[src/assert_macros.svh]
// Assertion helpers shared by the RTL files.
// Every check samples on the rising clock and is off while reset is low.
`ifndef ASSERT_MACROS_SVH
`define ASSERT_MACROS_SVH

// Plain property check.
`define CCI_ASSERT(lbl, prop, msg) \
  lbl: assert property (@(posedge clk_i) disable iff (!rst_ni) (prop)) else $error(msg);

// Same-cycle implication check.
`define CCI_ASSERT_IMPL(lbl, ante, cons, msg) \
  lbl: assert property (@(posedge clk_i) disable iff (!rst_ni) (ante) |-> (cons)) \
    else $error(msg);

`endif

[src/cci_pkg.sv]
`timescale 1ns / 1ps
// ---------------------------------------------------------------------------
// cci_pkg: shared types and constants of the calorimeter cell index block
// Fixed-point formats, CORDIC angle steps and the per-layer bin tables.
// ---------------------------------------------------------------------------
package cci_pkg;

  // Angle format: radians, signed, AngleFracBits fraction bits
  localparam int unsigned AngleFracBits = 16;
  localparam int unsigned CordicIter    = AngleFracBits + 2;
  localparam int unsigned IterW         = $clog2(CordicIter);
  localparam int unsigned CordicGuard   = 24;
  localparam int unsigned CordicW       = 44;
  localparam int unsigned AccW          = 35;
  localparam int unsigned AngW          = AngleFracBits + 3;
  localparam int unsigned OffW          = AngleFracBits;
  localparam int unsigned RecipShift    = 32;
  localparam int unsigned RecipW        = 33;
  localparam int unsigned BinW          = 8;
  localparam int unsigned CellW         = 10;
  localparam int unsigned LayerW        = 2;
  localparam int unsigned ZW            = 16;
  localparam int unsigned PosW          = 17;

  localparam logic [CellW-1:0] OutBase = 10'd960;

  localparam logic signed [AccW-1:0] RoundBias = AccW'(64'd1 << (31 - AngleFracBits));
  localparam int unsigned AngShift = 32 - AngleFracBits;

  // Bin widths: round(width * 2^F), widths in micro radians
  localparam longint unsigned Scale = 64'd1 << AngleFracBits;
  localparam longint unsigned WxL0 = (64'd100000 * Scale + 64'd500000) / 64'd1000000;
  localparam longint unsigned WxL1 = (64'd98000 * Scale + 64'd500000) / 64'd1000000;
  localparam longint unsigned WxL2 = (64'd24500 * Scale + 64'd500000) / 64'd1000000;
  localparam longint unsigned WyL0 = (64'd25000 * Scale + 64'd500000) / 64'd1000000;
  localparam longint unsigned WyL1 = (64'd3125 * Scale + 64'd500000) / 64'd1000000;
  localparam longint unsigned WyL3 = (64'd50000 * Scale + 64'd500000) / 64'd1000000;

  localparam longint unsigned RecipOne = 64'd1 << RecipShift;
  localparam longint unsigned RxL0 = RecipOne / WxL0;
  localparam longint unsigned RxL1 = RecipOne / WxL1;
  localparam longint unsigned RxL2 = RecipOne / WxL2;
  localparam longint unsigned RyL0 = RecipOne / WyL0;
  localparam longint unsigned RyL1 = RecipOne / WyL1;
  localparam longint unsigned RyL3 = RecipOne / WyL3;

  // Configuration register indexes
  typedef enum logic [1:0] {
    RegLayer1Z = 2'd0,
    RegLayer2Z = 2'd1,
    RegLayer3Z = 2'd2
  } cfg_reg_e;

  typedef struct packed {
    logic signed [CordicW-1:0] x;
    logic signed [CordicW-1:0] y;
    logic signed [AccW-1:0]    ang;
  } lane_t;

  typedef struct packed {
    logic [LayerW-1:0] layer;
    logic              neg_x;
    logic              neg_y;
    logic              z_zero;
  } side_t;

  typedef struct packed {
    lane_t lx;
    lane_t ly;
    side_t side;
  } cell_bus_t;

  // round(atan(2^-i) * 2^32)
  function automatic logic signed [AccW-1:0] step_angle(input logic [IterW-1:0] idx);
    logic signed [AccW-1:0] r;
    r = '0;
    unique case (idx)
      5'd0:  r = AccW'(64'd3373259426);
      5'd1:  r = AccW'(64'd1991351318);
      5'd2:  r = AccW'(64'd1052175346);
      5'd3:  r = AccW'(64'd534100635);
      5'd4:  r = AccW'(64'd268086748);
      5'd5:  r = AccW'(64'd134174063);
      5'd6:  r = AccW'(64'd67103403);
      5'd7:  r = AccW'(64'd33553749);
      5'd8:  r = AccW'(64'd16777131);
      5'd9:  r = AccW'(64'd8388597);
      5'd10: r = AccW'(64'd4194303);
      5'd11: r = AccW'(64'd2097152);
      5'd12: r = AccW'(64'd1048576);
      5'd13: r = AccW'(64'd524288);
      5'd14: r = AccW'(64'd262144);
      5'd15: r = AccW'(64'd131072);
      5'd16: r = AccW'(64'd65536);
      5'd17: r = AccW'(64'd32768);
      5'd18: r = AccW'(64'd16384);
      5'd19: r = AccW'(64'd8192);
      5'd20: r = AccW'(64'd4096);
      5'd21: r = AccW'(64'd2048);
      5'd22: r = AccW'(64'd1024);
      5'd23: r = AccW'(64'd512);
      5'd24: r = AccW'(64'd256);
      5'd25: r = AccW'(64'd128);
      default: r = '0;
    endcase
    return r;
  endfunction

  function automatic logic [OffW-1:0] width_x(input logic [LayerW-1:0] layer);
    logic [OffW-1:0] r;
    r = '0;
    unique case (layer)
      2'd0:    r = OffW'(WxL0);
      2'd1:    r = OffW'(WxL1);
      default: r = OffW'(WxL2);
    endcase
    return r;
  endfunction

  function automatic logic [OffW-1:0] width_y(input logic [LayerW-1:0] layer);
    logic [OffW-1:0] r;
    r = '0;
    unique case (layer)
      2'd1:    r = OffW'(WyL1);
      2'd3:    r = OffW'(WyL3);
      default: r = OffW'(WyL0);
    endcase
    return r;
  endfunction

  function automatic logic [RecipW-1:0] recip_x(input logic [LayerW-1:0] layer);
    logic [RecipW-1:0] r;
    r = '0;
    unique case (layer)
      2'd0:    r = RecipW'(RxL0);
      2'd1:    r = RecipW'(RxL1);
      default: r = RecipW'(RxL2);
    endcase
    return r;
  endfunction

  function automatic logic [RecipW-1:0] recip_y(input logic [LayerW-1:0] layer);
    logic [RecipW-1:0] r;
    r = '0;
    unique case (layer)
      2'd1:    r = RecipW'(RyL1);
      2'd3:    r = RecipW'(RyL3);
      default: r = RecipW'(RyL0);
    endcase
    return r;
  endfunction

  // Bin counts as log2: x 4,4,16,16 and y 16,128,16,8
  function automatic logic [2:0] nx_log2(input logic [LayerW-1:0] layer);
    logic [2:0] r;
    r = '0;
    unique case (layer) inside
      2'd0, 2'd1: r = 3'd2;
      default:    r = 3'd4;
    endcase
    return r;
  endfunction

  function automatic logic [2:0] ny_log2(input logic [LayerW-1:0] layer);
    logic [2:0] r;
    r = '0;
    unique case (layer)
      2'd1:    r = 3'd7;
      2'd3:    r = 3'd3;
      default: r = 3'd4;
    endcase
    return r;
  endfunction

  function automatic logic [CellW-1:0] cell_offset(input logic [LayerW-1:0] layer);
    logic [CellW-1:0] r;
    r = '0;
    unique case (layer)
      2'd0:    r = 10'd0;
      2'd1:    r = 10'd64;
      2'd2:    r = 10'd576;
      default: r = 10'd832;
    endcase
    return r;
  endfunction

endpackage

[src/cci_cordic_cell.sv]
`timescale 1ns / 1ps
// ---------------------------------------------------------------------------
// cci_cordic_cell: one vectoring CORDIC iteration for both angle lanes
// Rotates x/y lanes by the step of its iteration and passes the side data on.
// ---------------------------------------------------------------------------
`include "assert_macros.svh"

module cci_cordic_cell (
  input  logic                        clk_i,
  input  logic                        rst_ni,
  input  logic [cci_pkg::IterW-1:0]   iter_i,
  input  logic                        in_valid_i,
  output logic                        in_ready_o,
  input  cci_pkg::cell_bus_t          in_data_i,
  output logic                        out_valid_o,
  input  logic                        out_ready_i,
  output cci_pkg::cell_bus_t          out_data_o
);

  logic               valid_q;
  cci_pkg::cell_bus_t data_q, data_d;
  logic signed [cci_pkg::AccW-1:0] step;

  assign step = cci_pkg::step_angle(iter_i);

  // Advance one iteration on each lane
  always_comb begin
    data_d = in_data_i;
    if (!in_data_i.lx.y[cci_pkg::CordicW-1]) begin
      data_d.lx.x   = in_data_i.lx.x + (in_data_i.lx.y >>> iter_i);
      data_d.lx.y   = in_data_i.lx.y - (in_data_i.lx.x >>> iter_i);
      data_d.lx.ang = in_data_i.lx.ang + step;
    end else begin
      data_d.lx.x   = in_data_i.lx.x - (in_data_i.lx.y >>> iter_i);
      data_d.lx.y   = in_data_i.lx.y + (in_data_i.lx.x >>> iter_i);
      data_d.lx.ang = in_data_i.lx.ang - step;
    end
    if (!in_data_i.ly.y[cci_pkg::CordicW-1]) begin
      data_d.ly.x   = in_data_i.ly.x + (in_data_i.ly.y >>> iter_i);
      data_d.ly.y   = in_data_i.ly.y - (in_data_i.ly.x >>> iter_i);
      data_d.ly.ang = in_data_i.ly.ang + step;
    end else begin
      data_d.ly.x   = in_data_i.ly.x - (in_data_i.ly.y >>> iter_i);
      data_d.ly.y   = in_data_i.ly.y + (in_data_i.ly.x >>> iter_i);
      data_d.ly.ang = in_data_i.ly.ang - step;
    end
  end

  // Take a new transaction when empty or when the next cell takes ours
  assign in_ready_o = !valid_q || out_ready_i;

  always_ff @(posedge clk_i or negedge rst_ni) begin
    if (!rst_ni) begin
      valid_q <= 1'b0;
    end else if (in_ready_o) begin
      valid_q <= in_valid_i;
    end
  end

  always_ff @(posedge clk_i) begin
    if (in_ready_o && in_valid_i) begin
      data_q <= data_d;
    end
  end

  assign out_valid_o = valid_q;
  assign out_data_o  = data_q;

  // x never goes negative in vectoring mode
  `CCI_ASSERT_IMPL(a_x_nonneg, valid_q, !data_q.lx.x[cci_pkg::CordicW-1] && !data_q.ly.x[cci_pkg::CordicW-1], "cordic x went negative")
  // a stalled cell keeps its contents
  `CCI_ASSERT(a_stall_hold, valid_q && !out_ready_i |=> valid_q && $stable(data_q), "stalled cell lost data")

endmodule

[config.mk]
export PLATFORM = sky130hd
export DESIGN_NAME = cci_cordic_cell
export DESIGN_NICKNAME = d
export VERILOG_FILES = /design/src/cci_pkg.sv /design/src/cci_cordic_cell.sv
export VERILOG_INCLUDE_DIRS = /design/src /design/src/src
export SDC_FILE = /design/constraint.sdc
export NUM_CORES = 2
export LEC_CHECK = 0
export BUFFER_PORTS_ARGS = -buffer_cell sky130_fd_sc_hd__buf_4
export CAP_MARGIN = 10
export CORE_AREA = 10 10 402 404
export DETAILED_ROUTE_END_ITERATION = 8
export DIE_AREA = 0 0 412 414
export REMOVE_ABC_BUFFERS = 1
export SLEW_MARGIN = 20
export SYNTH_ARGS = -nofsm -noshare
export SYNTH_HDL_FRONTEND = slang
export SYNTH_SLANG_ARGS = --single-unit
[constraint.sdc]
create_clock -name clk_i -period 9.5 [get_ports clk_i]
set_input_delay 1.9 -clock clk_i [delete_from_list [all_inputs] [get_ports clk_i]]
set_output_delay 1.9 -clock clk_i [all_outputs]
set_load 0.005 [all_outputs]
==> results.sh <==
export IMPL_end_kind="flip-flop"
export IMPL_synth_flop_cell="edfxtp_1"
export IMPL_path_depth=23
export IMPL_drtIter0Drc=4219
export IMPL_drt_first_pass_iters=6
export IMPL_cts_sinks=252
export IMPL_insertion_delay_ns=0.64
export IMPL_seq_area_frac_synth_pct=19.83
export IMPL_crit_path_max_incr_delay_ns=0.64
export IMPL_maxCapViolations=0
export IMPL_critical_path_max_fanout=71
export IMPL_area_growth_pct=20.02
export IMPL_grt_overflow_total=0
export IMPL_routed_via_count=37710
export IMPL_dp_slack_ns=0.5964
export IMPL_cp_slowest_cell="o22ai_1"
export IMPL_drc=0
export IMPL_path_cells="buf_8 > inv_4 > buf_12 > mux2_2 > o22ai_1 > o211ai_1 > or2b_1 > or4_4 > nor3_1 > a31oi_1 > xnor2_1 > ha_1 > and3_1 > and2_1 > and3_1 > o211ai_1 > o21ba_2 > o2111a_1 > o31ai_1 > a311o_1 > a21o_1 > a21oi_1 > xnor2_1"
export IMPL_synth_adder_area_share_pct=9.273
export IMPL_muxShareOfSynthArea_pct=21.35
export IMPL_reg2reg_depth=3
export IMPL_placed_area_mm2=0.04448
export IMPL_ys_ff_latch=252
export IMPL_async_reset_ff_share_pct=0.3968
export IMPL_die_h_um=414
export IMPL_clk_pin_slew_ns=0.06
export IMPL_timing_final_ws_setup_ns=1.078
export IMPL_port_buffers=512
export IMPL_nNetsFinal=5128
export IMPL_antenna_found_initial=36
export IMPL_cts_tree="done"
export IMPL_post_cts_resized=0
export IMPL_globalplace_congestion=0.9656
export IMPL_synth_xor_area_share_pct=9.096
export IMPL_min_period_ns=8.422
export IMPL_maxSlewViolCount=0
export IMPL_netlist_area_mm2=0.03813
export IMPL_finalCritPeriodShare_pct=88.66
export IMPL_wirelength_mm=182.1
export IMPL_grt_max_degree=108
export IMPL_core_rowCount=144
export IMPL_io_pins=513
export IMPL_yosys_warnings=0
export IMPL_final_area_mm2=0.04576
export IMPL_first_global_vias=36280
export IMPL_coreArea_mm2=0.1533
export IMPL_setup_violations_final=0
export IMPL_worstPathArrival_ns=8.79
export IMPL_ant_nets=0
export IMPL_rsz0062_at_grt="no"
export IMPL_p_leak_nw=18.41
export IMPL_postCtsHoldBufs=0
export IMPL_startpoint="iter_i[1]"
export IMPL_post_cts_buffers=0
export IMPL_avgSynthCellArea_um2=9.191
export IMPL_start_util_pct=24.87
export IMPL_r2r_end="out_data_o[123]$_DFFE_PP_"
export IMPL_max_slew_margin_pct=29.31
export IMPL_crit_family="compound AO/OA/AOI/OAI gates"
export IMPL_synth_cells=4149
export IMPL_worst_path_buf_inv=3
export IMPL_synth_cell_types=100
export IMPL_endpoint="out_data_o[248]$_DFFE_PP_"
export IMPL_tns_ns=0
export IMPL_power_density_mw_per_mm2=153.0
export IMPL_crit_required_ns=9.87
export IMPL_reg2reg_slack_ns=7.24
export IMPL_numCtsBuffers=37
export IMPL_worstSetupPathType="in -> reg"
export IMPL_vias_per_cell=5.643
export IMPL_post_dp_hpwl_mm=146.9
export IMPL_fmax_ghz=0.1187
export IMPL_hold_viol=0
export IMPL_avgRoutedWirePerCell_um=27.25
export IMPL_synth_edf_count=251
export IMPL_die_w_um=412
export IMPL_outcome="completed"
export IMPL_synth_top_family_by_area="compound AO/OA/AOI/OAI gates"
export IMPL_min_path_type="reg -> reg"
export IMPL_cts_root_buffer="clkbuf_16"
export IMPL_nFillCells=16060
export IMPL_reg2reg_from="out_valid_o$_DFFE_PN0N_"
export IMPL_htreeDepth=2
export IMPL_max_slew_worst_pin_slew_ns=1.049
export IMPL_critPathLaunchType="input port"
export IMPL_synth_simple_area_share_pct=14.20
export IMPL_drive_gt1_share_pct=23.88
export IMPL_grt_util_all_layers_pct=20.17
export IMPL_vdd_ir_drop_worst_v=0.0001082
export IMPL_die_area_mm2=0.1706
export IMPL_synth_compound_area_share_pct=21.90
export IMPL_cts_max_path_buffers=3
export IMPL_finalClockSkew_ns=0.04093
export IMPL_grt_pass1_wl_mm=259.2
-- power by group --
part	total [W]	switching, W	leakage, nW	internal (W)
combinational	0.00390	0.00226	15.4	0.00165
sequential	0.00165	0.0000723	2.40	0.00158
clock	0.00145	0.000614	0.585	0.000836
-- metrics by stage --
stage                     total power, W  utilization [%]  instances  hold WS (ns)
after floorplan                 0.003961                -       3902        0.5371
after global placement          0.005513            29.01       6594        0.5161
after detailed placement        0.005522            29.01       6594        0.5237
after CTS                       0.007036            29.81       6662        0.5411
after global routing            0.007434            29.84       6679        0.5924
final                           0.007003            29.85       6682        0.5356
-- routing by layer --
metal	vias to the layer above	track usage [%]	routed length, um
li1	16950	-	-
met1	18320	25.01	72080
met2	2001	32.75	84320
met3	408	5.438	17240
met4	34	8.486	8216
met5	-	0	230
-- layout by cell type, fill, tap and decap left out, drive strengths merged, types with 19 or more instances in the layout --
| master | instances |
|---|---|
| a211oi | 51 |
| a21o | 137 |
| o22ai | 65 |
| o21bai | 39 |
| nand2b | 54 |
| edfxtp | 251 |
| and2 | 40 |
| nand4 | 44 |
| or3 | 20 |
| o21a | 67 |
| buf | 647 |
| nand3 | 66 |
| nor2b | 57 |
| xnor2 | 242 |
| a22o | 19 |
| o21ai | 200 |
| diode | 20 |
| mux2i | 156 |
| mux4 | 244 |
| mux2 | 94 |
| clkbuf | 44 |
| nor2 | 354 |
| a31oi | 75 |
| nor3 | 63 |
| a22oi | 44 |
| inv | 110 |
| o211ai | 31 |
| and3 | 56 |
| ha | 273 |
| xor2 | 154 |
| nand2 | 282 |
| a21oi | 320 |
-- cell usage after synthesis (all sizes together), types with 11 or more instances --
library cell,count,share of area (%)
a211o,12,0.28
a21boi,16,0.31
or2,15,0.25
o21ai,200,2.6
o2111ai,11,0.27
edfxtp,251,20
and3,56,0.92
nor4,16,0.45
a21oi,320,4.2
nor2b,57,0.94
inv,104,1.0
or3,20,0.33
a22o,19,0.44
clkbuf,96,0.95
nor2,354,3.5
nand2b,54,0.89
a21o,137,2.7
buf,151,2.4
nand4,44,0.74
nand3,66,0.87
mux2,94,2.8
a311oi,11,0.25
mux4,244,14
a22oi,44,0.87
a31oi,75,1.2
mux2i,156,4.1
a221oi,16,0.43
nand2,282,2.8
o211ai,31,0.61
xor2,154,3.5
and4,11,0.25
o21a,67,1.3
nor3,63,0.85
o22ai,65,1.1
o31ai,18,0.35
o21bai,39,0.77
xnor2,242,5.6
ha,273,9.0
o221ai,18,0.41
a211oi,51,1.0
a31o,17,0.39
and2,40,0.66
-- worst min path at each step --
| stage | start | end | slack (ns) | cells after the start |
|---|---|---|---|---|
| after CTS | out_valid_o$_DFFE_PN0N_ | out_valid_o$_DFFE_PN0N_ | 0.54 | 2 |
| after floorplan | out_valid_o$_DFFE_PN0N_ | out_valid_o$_DFFE_PN0N_ | 0.54 | 2 |
| final | out_valid_o$_DFFE_PN0N_ | out_valid_o$_DFFE_PN0N_ | 0.54 | 2 |
| after global placement | out_valid_o$_DFFE_PN0N_ | out_valid_o$_DFFE_PN0N_ | 0.52 | 2 |
| after global routing | out_valid_o$_DFFE_PN0N_ | out_valid_o$_DFFE_PN0N_ | 0.59 | 2 |
| after detailed placement | out_valid_o$_DFFE_PN0N_ | out_valid_o$_DFFE_PN0N_ | 0.52 | 2 |
-- kinds of logic after synthesis --
kind of cell | Yosys count
buf+inv | 354
simple gates | 1113
compound gates | 1261
mux | 494
flops | 252
xor+xnor | 396
fa+ha+maj | 279
-- final cells by class --
cell class	count	area [um^2]	area share [%]
diodes	20	50.05	0.1094
clock buffers	43	948.4	2.072
clock inverters	25	281.5	0.6152
inverters	107	409.1	0.8940
multi-input cells	3543	28940	63.24
flip-flops and latches	252	7562	16.52
well taps	2044	2557	5.588
repair buffers	648	5015	10.96
-- worst min-delay path: stages (launching register included) --
cell and delay [ns]:
dfrtp_1 0.34, nand2b_1 0.09, nand2b_1 0.07
-- sequential cells by signal (all words and copies together) (netlist names) --
name,count
out_data_o,251
out_valid_o,1
Note: power is estimated with default switching activity, not from simulation.
