## src/assert_macros.svh

```systemverilog
// Assertion helpers shared by the RTL files.
// Every check samples on the rising clock and is off while reset is low.
`ifndef ASSERT_MACROS_SVH
`define ASSERT_MACROS_SVH

// Plain property check.
`define CCI_ASSERT(lbl, prop, msg) \
  lbl: assert property (@(posedge clk_i) disable iff (!rst_ni) (prop)) else $error(msg);

// Same-cycle implication check.
`define CCI_ASSERT_IMPL(lbl, ante, cons, msg) \
  lbl: assert property (@(posedge clk_i) disable iff (!rst_ni) (ante) |-> (cons)) \
    else $error(msg);

`endif

```

## src/cci_pkg.sv

```systemverilog
`timescale 1ns / 1ps
// ---------------------------------------------------------------------------
// cci_pkg: shared types and constants of the calorimeter cell index block
// Fixed-point formats, CORDIC angle steps and the per-layer bin tables.
// ---------------------------------------------------------------------------
package cci_pkg;

  // Angle format: radians, signed, AngleFracBits fraction bits
  localparam int unsigned AngleFracBits = 16;
  localparam int unsigned CordicIter    = AngleFracBits + 2;
  localparam int unsigned IterW         = $clog2(CordicIter);
  localparam int unsigned CordicGuard   = 24;
  localparam int unsigned CordicW       = 44;
  localparam int unsigned AccW          = 35;
  localparam int unsigned AngW          = AngleFracBits + 3;
  localparam int unsigned OffW          = AngleFracBits;
  localparam int unsigned RecipShift    = 32;
  localparam int unsigned RecipW        = 33;
  localparam int unsigned BinW          = 8;
  localparam int unsigned CellW         = 10;
  localparam int unsigned LayerW        = 2;
  localparam int unsigned ZW            = 16;
  localparam int unsigned PosW          = 17;

  localparam logic [CellW-1:0] OutBase = 10'd960;

  localparam logic signed [AccW-1:0] RoundBias = AccW'(64'd1 << (31 - AngleFracBits));
  localparam int unsigned AngShift = 32 - AngleFracBits;

  // Bin widths: round(width * 2^F), widths in micro radians
  localparam longint unsigned Scale = 64'd1 << AngleFracBits;
  localparam longint unsigned WxL0 = (64'd100000 * Scale + 64'd500000) / 64'd1000000;
  localparam longint unsigned WxL1 = (64'd98000 * Scale + 64'd500000) / 64'd1000000;
  localparam longint unsigned WxL2 = (64'd24500 * Scale + 64'd500000) / 64'd1000000;
  localparam longint unsigned WyL0 = (64'd25000 * Scale + 64'd500000) / 64'd1000000;
  localparam longint unsigned WyL1 = (64'd3125 * Scale + 64'd500000) / 64'd1000000;
  localparam longint unsigned WyL3 = (64'd50000 * Scale + 64'd500000) / 64'd1000000;

  localparam longint unsigned RecipOne = 64'd1 << RecipShift;
  localparam longint unsigned RxL0 = RecipOne / WxL0;
  localparam longint unsigned RxL1 = RecipOne / WxL1;
  localparam longint unsigned RxL2 = RecipOne / WxL2;
  localparam longint unsigned RyL0 = RecipOne / WyL0;
  localparam longint unsigned RyL1 = RecipOne / WyL1;
  localparam longint unsigned RyL3 = RecipOne / WyL3;

  // Configuration register indexes
  typedef enum logic [1:0] {
    RegLayer1Z = 2'd0,
    RegLayer2Z = 2'd1,
    RegLayer3Z = 2'd2
  } cfg_reg_e;

  typedef struct packed {
    logic signed [CordicW-1:0] x;
    logic signed [CordicW-1:0] y;
    logic signed [AccW-1:0]    ang;
  } lane_t;

  typedef struct packed {
    logic [LayerW-1:0] layer;
    logic              neg_x;
    logic              neg_y;
    logic              z_zero;
  } side_t;

  typedef struct packed {
    lane_t lx;
    lane_t ly;
    side_t side;
  } cell_bus_t;

  // round(atan(2^-i) * 2^32)
  function automatic logic signed [AccW-1:0] step_angle(input logic [IterW-1:0] idx);
    logic signed [AccW-1:0] r;
    r = '0;
    unique case (idx)
      5'd0:  r = AccW'(64'd3373259426);
      5'd1:  r = AccW'(64'd1991351318);
      5'd2:  r = AccW'(64'd1052175346);
      5'd3:  r = AccW'(64'd534100635);
      5'd4:  r = AccW'(64'd268086748);
      5'd5:  r = AccW'(64'd134174063);
      5'd6:  r = AccW'(64'd67103403);
      5'd7:  r = AccW'(64'd33553749);
      5'd8:  r = AccW'(64'd16777131);
      5'd9:  r = AccW'(64'd8388597);
      5'd10: r = AccW'(64'd4194303);
      5'd11: r = AccW'(64'd2097152);
      5'd12: r = AccW'(64'd1048576);
      5'd13: r = AccW'(64'd524288);
      5'd14: r = AccW'(64'd262144);
      5'd15: r = AccW'(64'd131072);
      5'd16: r = AccW'(64'd65536);
      5'd17: r = AccW'(64'd32768);
      5'd18: r = AccW'(64'd16384);
      5'd19: r = AccW'(64'd8192);
      5'd20: r = AccW'(64'd4096);
      5'd21: r = AccW'(64'd2048);
      5'd22: r = AccW'(64'd1024);
      5'd23: r = AccW'(64'd512);
      5'd24: r = AccW'(64'd256);
      5'd25: r = AccW'(64'd128);
      default: r = '0;
    endcase
    return r;
  endfunction

  function automatic logic [OffW-1:0] width_x(input logic [LayerW-1:0] layer);
    logic [OffW-1:0] r;
    r = '0;
    unique case (layer)
      2'd0:    r = OffW'(WxL0);
      2'd1:    r = OffW'(WxL1);
      default: r = OffW'(WxL2);
    endcase
    return r;
  endfunction

  function automatic logic [OffW-1:0] width_y(input logic [LayerW-1:0] layer);
    logic [OffW-1:0] r;
    r = '0;
    unique case (layer)
      2'd1:    r = OffW'(WyL1);
      2'd3:    r = OffW'(WyL3);
      default: r = OffW'(WyL0);
    endcase
    return r;
  endfunction

  function automatic logic [RecipW-1:0] recip_x(input logic [LayerW-1:0] layer);
    logic [RecipW-1:0] r;
    r = '0;
    unique case (layer)
      2'd0:    r = RecipW'(RxL0);
      2'd1:    r = RecipW'(RxL1);
      default: r = RecipW'(RxL2);
    endcase
    return r;
  endfunction

  function automatic logic [RecipW-1:0] recip_y(input logic [LayerW-1:0] layer);
    logic [RecipW-1:0] r;
    r = '0;
    unique case (layer)
      2'd1:    r = RecipW'(RyL1);
      2'd3:    r = RecipW'(RyL3);
      default: r = RecipW'(RyL0);
    endcase
    return r;
  endfunction

  // Bin counts as log2: x 4,4,16,16 and y 16,128,16,8
  function automatic logic [2:0] nx_log2(input logic [LayerW-1:0] layer);
    logic [2:0] r;
    r = '0;
    unique case (layer) inside
      2'd0, 2'd1: r = 3'd2;
      default:    r = 3'd4;
    endcase
    return r;
  endfunction

  function automatic logic [2:0] ny_log2(input logic [LayerW-1:0] layer);
    logic [2:0] r;
    r = '0;
    unique case (layer)
      2'd1:    r = 3'd7;
      2'd3:    r = 3'd3;
      default: r = 3'd4;
    endcase
    return r;
  endfunction

  function automatic logic [CellW-1:0] cell_offset(input logic [LayerW-1:0] layer);
    logic [CellW-1:0] r;
    r = '0;
    unique case (layer)
      2'd0:    r = 10'd0;
      2'd1:    r = 10'd64;
      2'd2:    r = 10'd576;
      default: r = 10'd832;
    endcase
    return r;
  endfunction

endpackage

```

## src/cci_bin_unit.sv

```systemverilog
`timescale 1ns / 1ps
// ---------------------------------------------------------------------------
// cci_bin_unit: angle rounding, binning and cell number
// Four stages: offset and range check, reciprocal product, remainder fix,
// cell number. The last stage is the output register.
// ---------------------------------------------------------------------------
`include "assert_macros.svh"

module cci_bin_unit (
  input  logic                             clk_i,
  input  logic                             rst_ni,
  input  logic                             in_valid_i,
  output logic                             in_ready_o,
  input  cci_pkg::cell_bus_t               in_data_i,
  output logic                             out_valid_o,
  input  logic                             out_ready_i,
  output logic [cci_pkg::CellW-1:0]        cell_index_o,
  output logic [cci_pkg::LayerW-1:0]       layer_o,
  output logic                             out_of_range_o
);

  localparam int unsigned OW = cci_pkg::AngW + 1;
  localparam int unsigned PW = cci_pkg::OffW + cci_pkg::RecipW;
  localparam int unsigned QW = cci_pkg::BinW + cci_pkg::OffW;

  logic va_q, vb_q, vc_q, vd_q;
  logic rdy_a, rdy_b, rdy_c, rdy_d;

  logic [cci_pkg::LayerW-1:0] la_q, lb_q, lc_q, ld_q;
  logic oa_q, ob_q, oc_q, od_q;
  logic [cci_pkg::OffW-1:0] oxa_q, oya_q, oxb_q, oyb_q;
  logic [cci_pkg::BinW-1:0] qxb_q, qyb_q, xbc_q, ybc_q;
  logic [cci_pkg::CellW-1:0] cell_q;

  // Ready ripples back from the output register
  assign rdy_d      = !vd_q || out_ready_i;
  assign rdy_c      = !vc_q || rdy_d;
  assign rdy_b      = !vb_q || rdy_c;
  assign rdy_a      = !va_q || rdy_b;
  assign in_ready_o = rdy_a;

  // Stage A: round the angles, apply the sign and shift by half the range
  logic signed [cci_pkg::AccW-1:0] rnd_x, rnd_y;
  logic signed [cci_pkg::AngW-1:0] ang_x, ang_y, sgn_x, sgn_y;
  logic signed [OW-1:0] off_x, off_y;
  logic                 bad_x, bad_y;
  logic [cci_pkg::LayerW-1:0] lay;
  logic [cci_pkg::OffW-1:0] wx, wy;

  always_comb begin
    lay   = in_data_i.side.layer;
    wx    = cci_pkg::width_x(lay);
    wy    = cci_pkg::width_y(lay);
    rnd_x = in_data_i.lx.ang + cci_pkg::RoundBias;
    rnd_y = in_data_i.ly.ang + cci_pkg::RoundBias;
    ang_x = cci_pkg::AngW'(rnd_x >>> cci_pkg::AngShift);
    ang_y = cci_pkg::AngW'(rnd_y >>> cci_pkg::AngShift);
    sgn_x = in_data_i.side.neg_x ? -ang_x : ang_x;
    sgn_y = in_data_i.side.neg_y ? -ang_y : ang_y;
    off_x = OW'(sgn_x) + $signed(OW'((wx << cci_pkg::nx_log2(lay)) >> 1));
    off_y = OW'(sgn_y) + $signed(OW'((wy << cci_pkg::ny_log2(lay)) >> 1));
    bad_x = off_x[OW-1] || (off_x == '0)
            || (off_x >= $signed(OW'(wx << cci_pkg::nx_log2(lay))));
    bad_y = off_y[OW-1] || (off_y == '0)
            || (off_y >= $signed(OW'(wy << cci_pkg::ny_log2(lay))));
  end

  // Stage B: quotient estimate by reciprocal multiply
  logic [PW-1:0] px, py;
  always_comb begin
    px = PW'(oxa_q) * PW'(cci_pkg::recip_x(la_q));
    py = PW'(oya_q) * PW'(cci_pkg::recip_y(la_q));
  end

  // Stage C: the estimate is low by at most one, fix it with the remainder
  logic [QW-1:0] mx, my;
  logic [cci_pkg::OffW-1:0] rx, ry;
  logic [cci_pkg::BinW-1:0] bx, by;
  always_comb begin
    mx = QW'(qxb_q) * QW'(cci_pkg::width_x(lb_q));
    my = QW'(qyb_q) * QW'(cci_pkg::width_y(lb_q));
    rx = oxb_q - mx[cci_pkg::OffW-1:0];
    ry = oyb_q - my[cci_pkg::OffW-1:0];
    bx = (rx >= cci_pkg::width_x(lb_q)) ? qxb_q + 1'b1 : qxb_q;
    by = (ry >= cci_pkg::width_y(lb_q)) ? qyb_q + 1'b1 : qyb_q;
  end

  // Stage D: flat cell number
  logic [cci_pkg::CellW-1:0] cell_d;
  always_comb begin
    if (oc_q) begin
      cell_d = cci_pkg::OutBase + cci_pkg::CellW'(lc_q);
    end else begin
      cell_d = cci_pkg::cell_offset(lc_q)
             + (cci_pkg::CellW'(xbc_q) << cci_pkg::ny_log2(lc_q))
             + cci_pkg::CellW'(ybc_q);
    end
  end

  always_ff @(posedge clk_i or negedge rst_ni) begin
    if (!rst_ni) begin
      va_q <= 1'b0;
      vb_q <= 1'b0;
      vc_q <= 1'b0;
      vd_q <= 1'b0;
    end else begin
      if (rdy_a) va_q <= in_valid_i;
      if (rdy_b) vb_q <= va_q;
      if (rdy_c) vc_q <= vb_q;
      if (rdy_d) vd_q <= vc_q;
    end
  end

  always_ff @(posedge clk_i) begin
    if (rdy_a && in_valid_i) begin
      la_q  <= lay;
      oa_q  <= in_data_i.side.z_zero || bad_x || bad_y;
      oxa_q <= off_x[cci_pkg::OffW-1:0];
      oya_q <= off_y[cci_pkg::OffW-1:0];
    end
    if (rdy_b && va_q) begin
      lb_q  <= la_q;
      ob_q  <= oa_q;
      oxb_q <= oxa_q;
      oyb_q <= oya_q;
      qxb_q <= px[cci_pkg::RecipShift +: cci_pkg::BinW];
      qyb_q <= py[cci_pkg::RecipShift +: cci_pkg::BinW];
    end
    if (rdy_c && vb_q) begin
      lc_q  <= lb_q;
      oc_q  <= ob_q;
      xbc_q <= bx;
      ybc_q <= by;
    end
    if (rdy_d && vc_q) begin
      ld_q   <= lc_q;
      od_q   <= oc_q;
      cell_q <= cell_d;
    end
  end

  assign out_valid_o    = vd_q;
  assign cell_index_o   = cell_q;
  assign layer_o        = ld_q;
  assign out_of_range_o = od_q;

  // an in-range hit stays inside the cell map and within its layer's bins
  `CCI_ASSERT_IMPL(a_in_map, vd_q && !od_q, cell_q < cci_pkg::OutBase, "cell index beyond map")
  `CCI_ASSERT_IMPL(a_y_bin, vc_q && !oc_q, (cci_pkg::CellW'(ybc_q) >> cci_pkg::ny_log2(lc_q)) == '0, "y bin beyond layer count")

endmodule

```

## config.mk

```make
export PLATFORM = sky130hd
export DESIGN_NAME = cci_bin_unit
export DESIGN_NICKNAME = d
export VERILOG_FILES = /design/src/cci_pkg.sv /design/src/cci_bin_unit.sv
export VERILOG_INCLUDE_DIRS = /design/src /design/src/src
export SDC_FILE = /design/constraint.sdc
export NUM_CORES = 2
export LEC_CHECK = 0
export BUFFER_PORTS_ARGS = -buffer_cell sky130_fd_sc_hd__buf_2
export CAP_MARGIN = 20
export CORE_MARGIN = 10
export CORE_UTILIZATION = 64
export DETAILED_ROUTE_END_ITERATION = 8
export PLACE_DENSITY_LB_ADDON = 0.3
export SLEW_MARGIN = 30
export SYNTH_ARGS = -nofsm -noshare
export SYNTH_HDL_FRONTEND = slang
export SYNTH_SLANG_ARGS = --single-unit
```

## constraint.sdc

```tcl
create_clock -name clk_i -period 8.5 [get_ports clk_i]
set_input_delay 0.425 -clock clk_i [delete_from_list [all_inputs] [get_ports clk_i]]
set_output_delay 0.425 -clock clk_i [all_outputs]
set_load 0.02 [all_outputs]
```

==> impl_metrics.py <==
metrics = {
    "floorplanning": {
        "die_y_um": 243,
        "ioPinCount": 270,
        "rows": 81,
        "start_util_pct": 64.8,
        "core_um2": 49100,
        "die_width_um": 243,
        "die_area_um2": 59000,
    },
    "global_routing": {
        "grtUsageTotal_pct": 25.3,
        "antenna_found_initial": 1,
        "gr-total-overflow": 0,
        "grt_max_degree": 56,
        "grt_pass1_vias": 24400,
        "grt_pass1_wl_um": 121000,
    },
    "final_layout": {
        "layout-drive-gt1-share_pct": 5.83,
        "area_growth_pct": 5.97,
        "antenna_cells": 0,
        "layout_common_cells": "inv_1 (858), fa_1 (560), ha_1 (465), nand2_1 (185), nor2_1 (127)",
        "finalNetCount": 4664,
        "final_common_cell": "inv_1",
    },
    "detailed_routing": {
        "routed_wirelength_um": 73000,
        "routed_via_density": 5.54,
        "drtAntennaViolNets": 0,
        "drc": 0,
        "vias": 22500,
        "dr.pass1.iters": 5,
        "avgRoutedWirePerCell_um": 18.0,
        "initialDrtViolationCount": 1257,
    },
    "hold_path": {
        "hold_path.class": "input port to register",
    },
    "clocking": {
        "cts_made_buffers": 17,
        "clk_latency_ps": 450,
        "root_buffer": "clkbuf_16",
        "clk_pin_slew_ps": 60,
        "clock_sinks": 121,
        "clk_path_buf_depth": 2,
        "cts_tree": "built",
        "post-cts-setup-buffers": 0,
        "cts-htree-levels": 4,
    },
    "sta": {
        "hold_viol": 0,
        "period_share_pct": 96.4,
        "fmax_ghz": 0.122,
        "setup_tns_ps": 0,
        "finalMaxSlewViolations": 0,
        "holdWs_ps": 214,
        "clock_skew_ps": 17.9,
        "layout_min_cycle_time_ps": 8200,
        "slew_headroom_pct": 37.2,
        "finalSetupViolations": 0,
        "rsz0062_at_grt": "false",
        "tightest_slew_ps": 938,
    },
    "yosys": {
        "yosys_register_bits": 121,
        "synthFlopType": "edfxtp_1",
        "yosysSeqAreaShare_pct": 11.4,
        "netlist_instances": 3275,
        "async_flop_share_pct": 3.31,
        "avgSynthCellArea_um2": 9.70,
        "yosysWarnings": 0,
        "synth.distinct_cells": 94,
        "synth_area_um2": 31800,
        "synth_edf_count": 117,
    },
    "setup_path": {
        "worstPathMaxFanout": 32,
        "endpoint_kind": "register",
        "startpoint_type": "register",
        "worstPathArrival_ps": 8500,
        "worst-setup-path-type": "register to register",
        "reg2reg_setup_slack_ps": 300,
        "required_ps": 8800,
    },
    "placement": {
        "place.gp.congestion": 1.02,
        "port_buffers": 63,
        "hpwlAfterDp_um": 64300,
    },
    "outcome": {
        "outcome": "complete, no violations",
    },
    "run": {
        "cap_violations": 0,
    },
}
path summary, 6_finish.rpt:
check                      cells after the start                       to               from
max in group asynchronous                      2         vb_q$_DFFE_PN0P_             rst_ni
min reg2reg                                    0           oc_q$_DFFE_PP_     ob_q$_DFFE_PP_
min                                            2         va_q$_DFFE_PN0N_         in_valid_i
max                                           26       qxb_q[6]$_DFFE_PP_  la_q[0]$_DFFE_PP_
min in group asynchronous                      2  out_valid_o$_DFFE_PN0P_             rst_ni
max reg2reg                                   26       qxb_q[6]$_DFFE_PP_  la_q[0]$_DFFE_PP_
metrics by stage:
stage                     setup slack, ps  instances  utilization, %  instance area (µm²)
final                                 304       4061            68.6                33700
after global routing                 31.0       4061            68.6                33700
after CTS                             361       4061            68.6                33700
after detailed placement              432       4028            67.5                33100
after global placement                582       4028            67.5                33100
after floorplan                      1360       3315               -                31900
worst max-delay path, stage by stage (launching register included):
cell	delay [ps]
edfxtp_1	770
nand2b_1	100
buf_4	280
nand2_1	210
inv_1	170
fa_1	550
inv_1	60
fa_1	560
inv_1	60
fa_1	500
inv_1	50
fa_1	470
fa_1	550
inv_1	60
fa_1	490
ha_1	330
a21oi_1	160
nor2b_1	60
o41a_1	360
a31oi_1	490
a211oi_1	230
a2111oi_0	460
buf_4	200
o21bai_1	90
a21o_1	240
or4_1	410
nand3_1	110
state kept, by name, indices dropped and copies added (netlist names), 7 cells and up:
| name | count |
|---|---|
| qyb_q | 8 |
| cell_index_o | 10 |
| oxb_q | 16 |
| oxa_q | 16 |
| ybc_q | 8 |
| oya_q | 16 |
| oyb_q | 16 |
| xbc_q | 7 |
| qxb_q | 8 |
metal layers:
| metal | track usage (%) | vias up | part of all wire [%] |
|---|---|---|---|
| met1 | 32.9 | 11100 | 42 |
| met2 | 42.1 | 735 | 48 |
| met3 | 5.53 | 132 | 7.3 |
| met4 | 6.95 | 0 | 2.6 |
| li1 | - | 10600 | - |
| met5 | 0 | - | 0 |
layout make-up:
cell class              instances  area (µm²)
inverters                     861        3230
multi-input cells            2280       24800
fillers                      3857       15400
flip-flops and latches        121        3610
clock inverters                13        97.6
well taps                     664         831
clock buffers                  19         433
repair buffers                103         631
cell usage after synthesis (all sizes together) (5+ instances only):
cell type / n / share of area (%)
inv: 859 / 10
fa: 560 / 35
ha: 465 / 18
nand2: 185 / 2.2
nor2: 127 / 1.5
xnor2: 126 / 3.5
edfxtp: 117 / 11
o21ai: 78 / 1.2
a21oi: 77 / 1.2
nand3: 48 / 0.81
nand2b: 45 / 0.89
a21o: 44 / 1.0
and2: 44 / 0.87
xor2: 41 / 1.2
clkbuf: 39 / 0.46
nor2b: 39 / 0.77
nor3: 36 / 0.60
and3: 28 / 0.58
o21a: 25 / 0.59
nand4: 21 / 0.51
or2: 21 / 0.41
a211oi: 18 / 0.44
a31oi: 18 / 0.35
or3: 17 / 0.37
o211ai: 15 / 0.35
buf: 14 / 0.33
o31ai: 13 / 0.35
or4: 13 / 0.31
mux2i: 11 / 0.35
nor4: 10 / 0.22
a21boi: 9 / 0.21
a2111oi: 8 / 0.32
and4: 8 / 0.22
mux2: 7 / 0.26
nor3b: 7 / 0.17
o2111ai: 7 / 0.23
nand3b: 5 / 0.12
o41ai: 5 / 0.16
cells by family after synthesis:
logic type                 synth area share (%)
DFF                                        11.4
muxes                                     0.606
AOI/OAI and AO/OA                          7.86
and+or+nand+nor                            10.9
adders and majority gates                  53.6
xor gates and xnor gates                   4.72
buffers and inverters                      11.0
other                                    0.0236
what timing repair did:
| item | in CTS | in global routing |
|---|---|---|
| setup endpoints to repair | 0 | 0 |
| hold endpoints to repair | 4 | 0 |
| hold buffers | 1 | 0 |
| resized for setup | 0 | 0 |
Power is not shown: default switching activity piles up to over one toggle a cycle in this logic, so the estimate is an artifact.
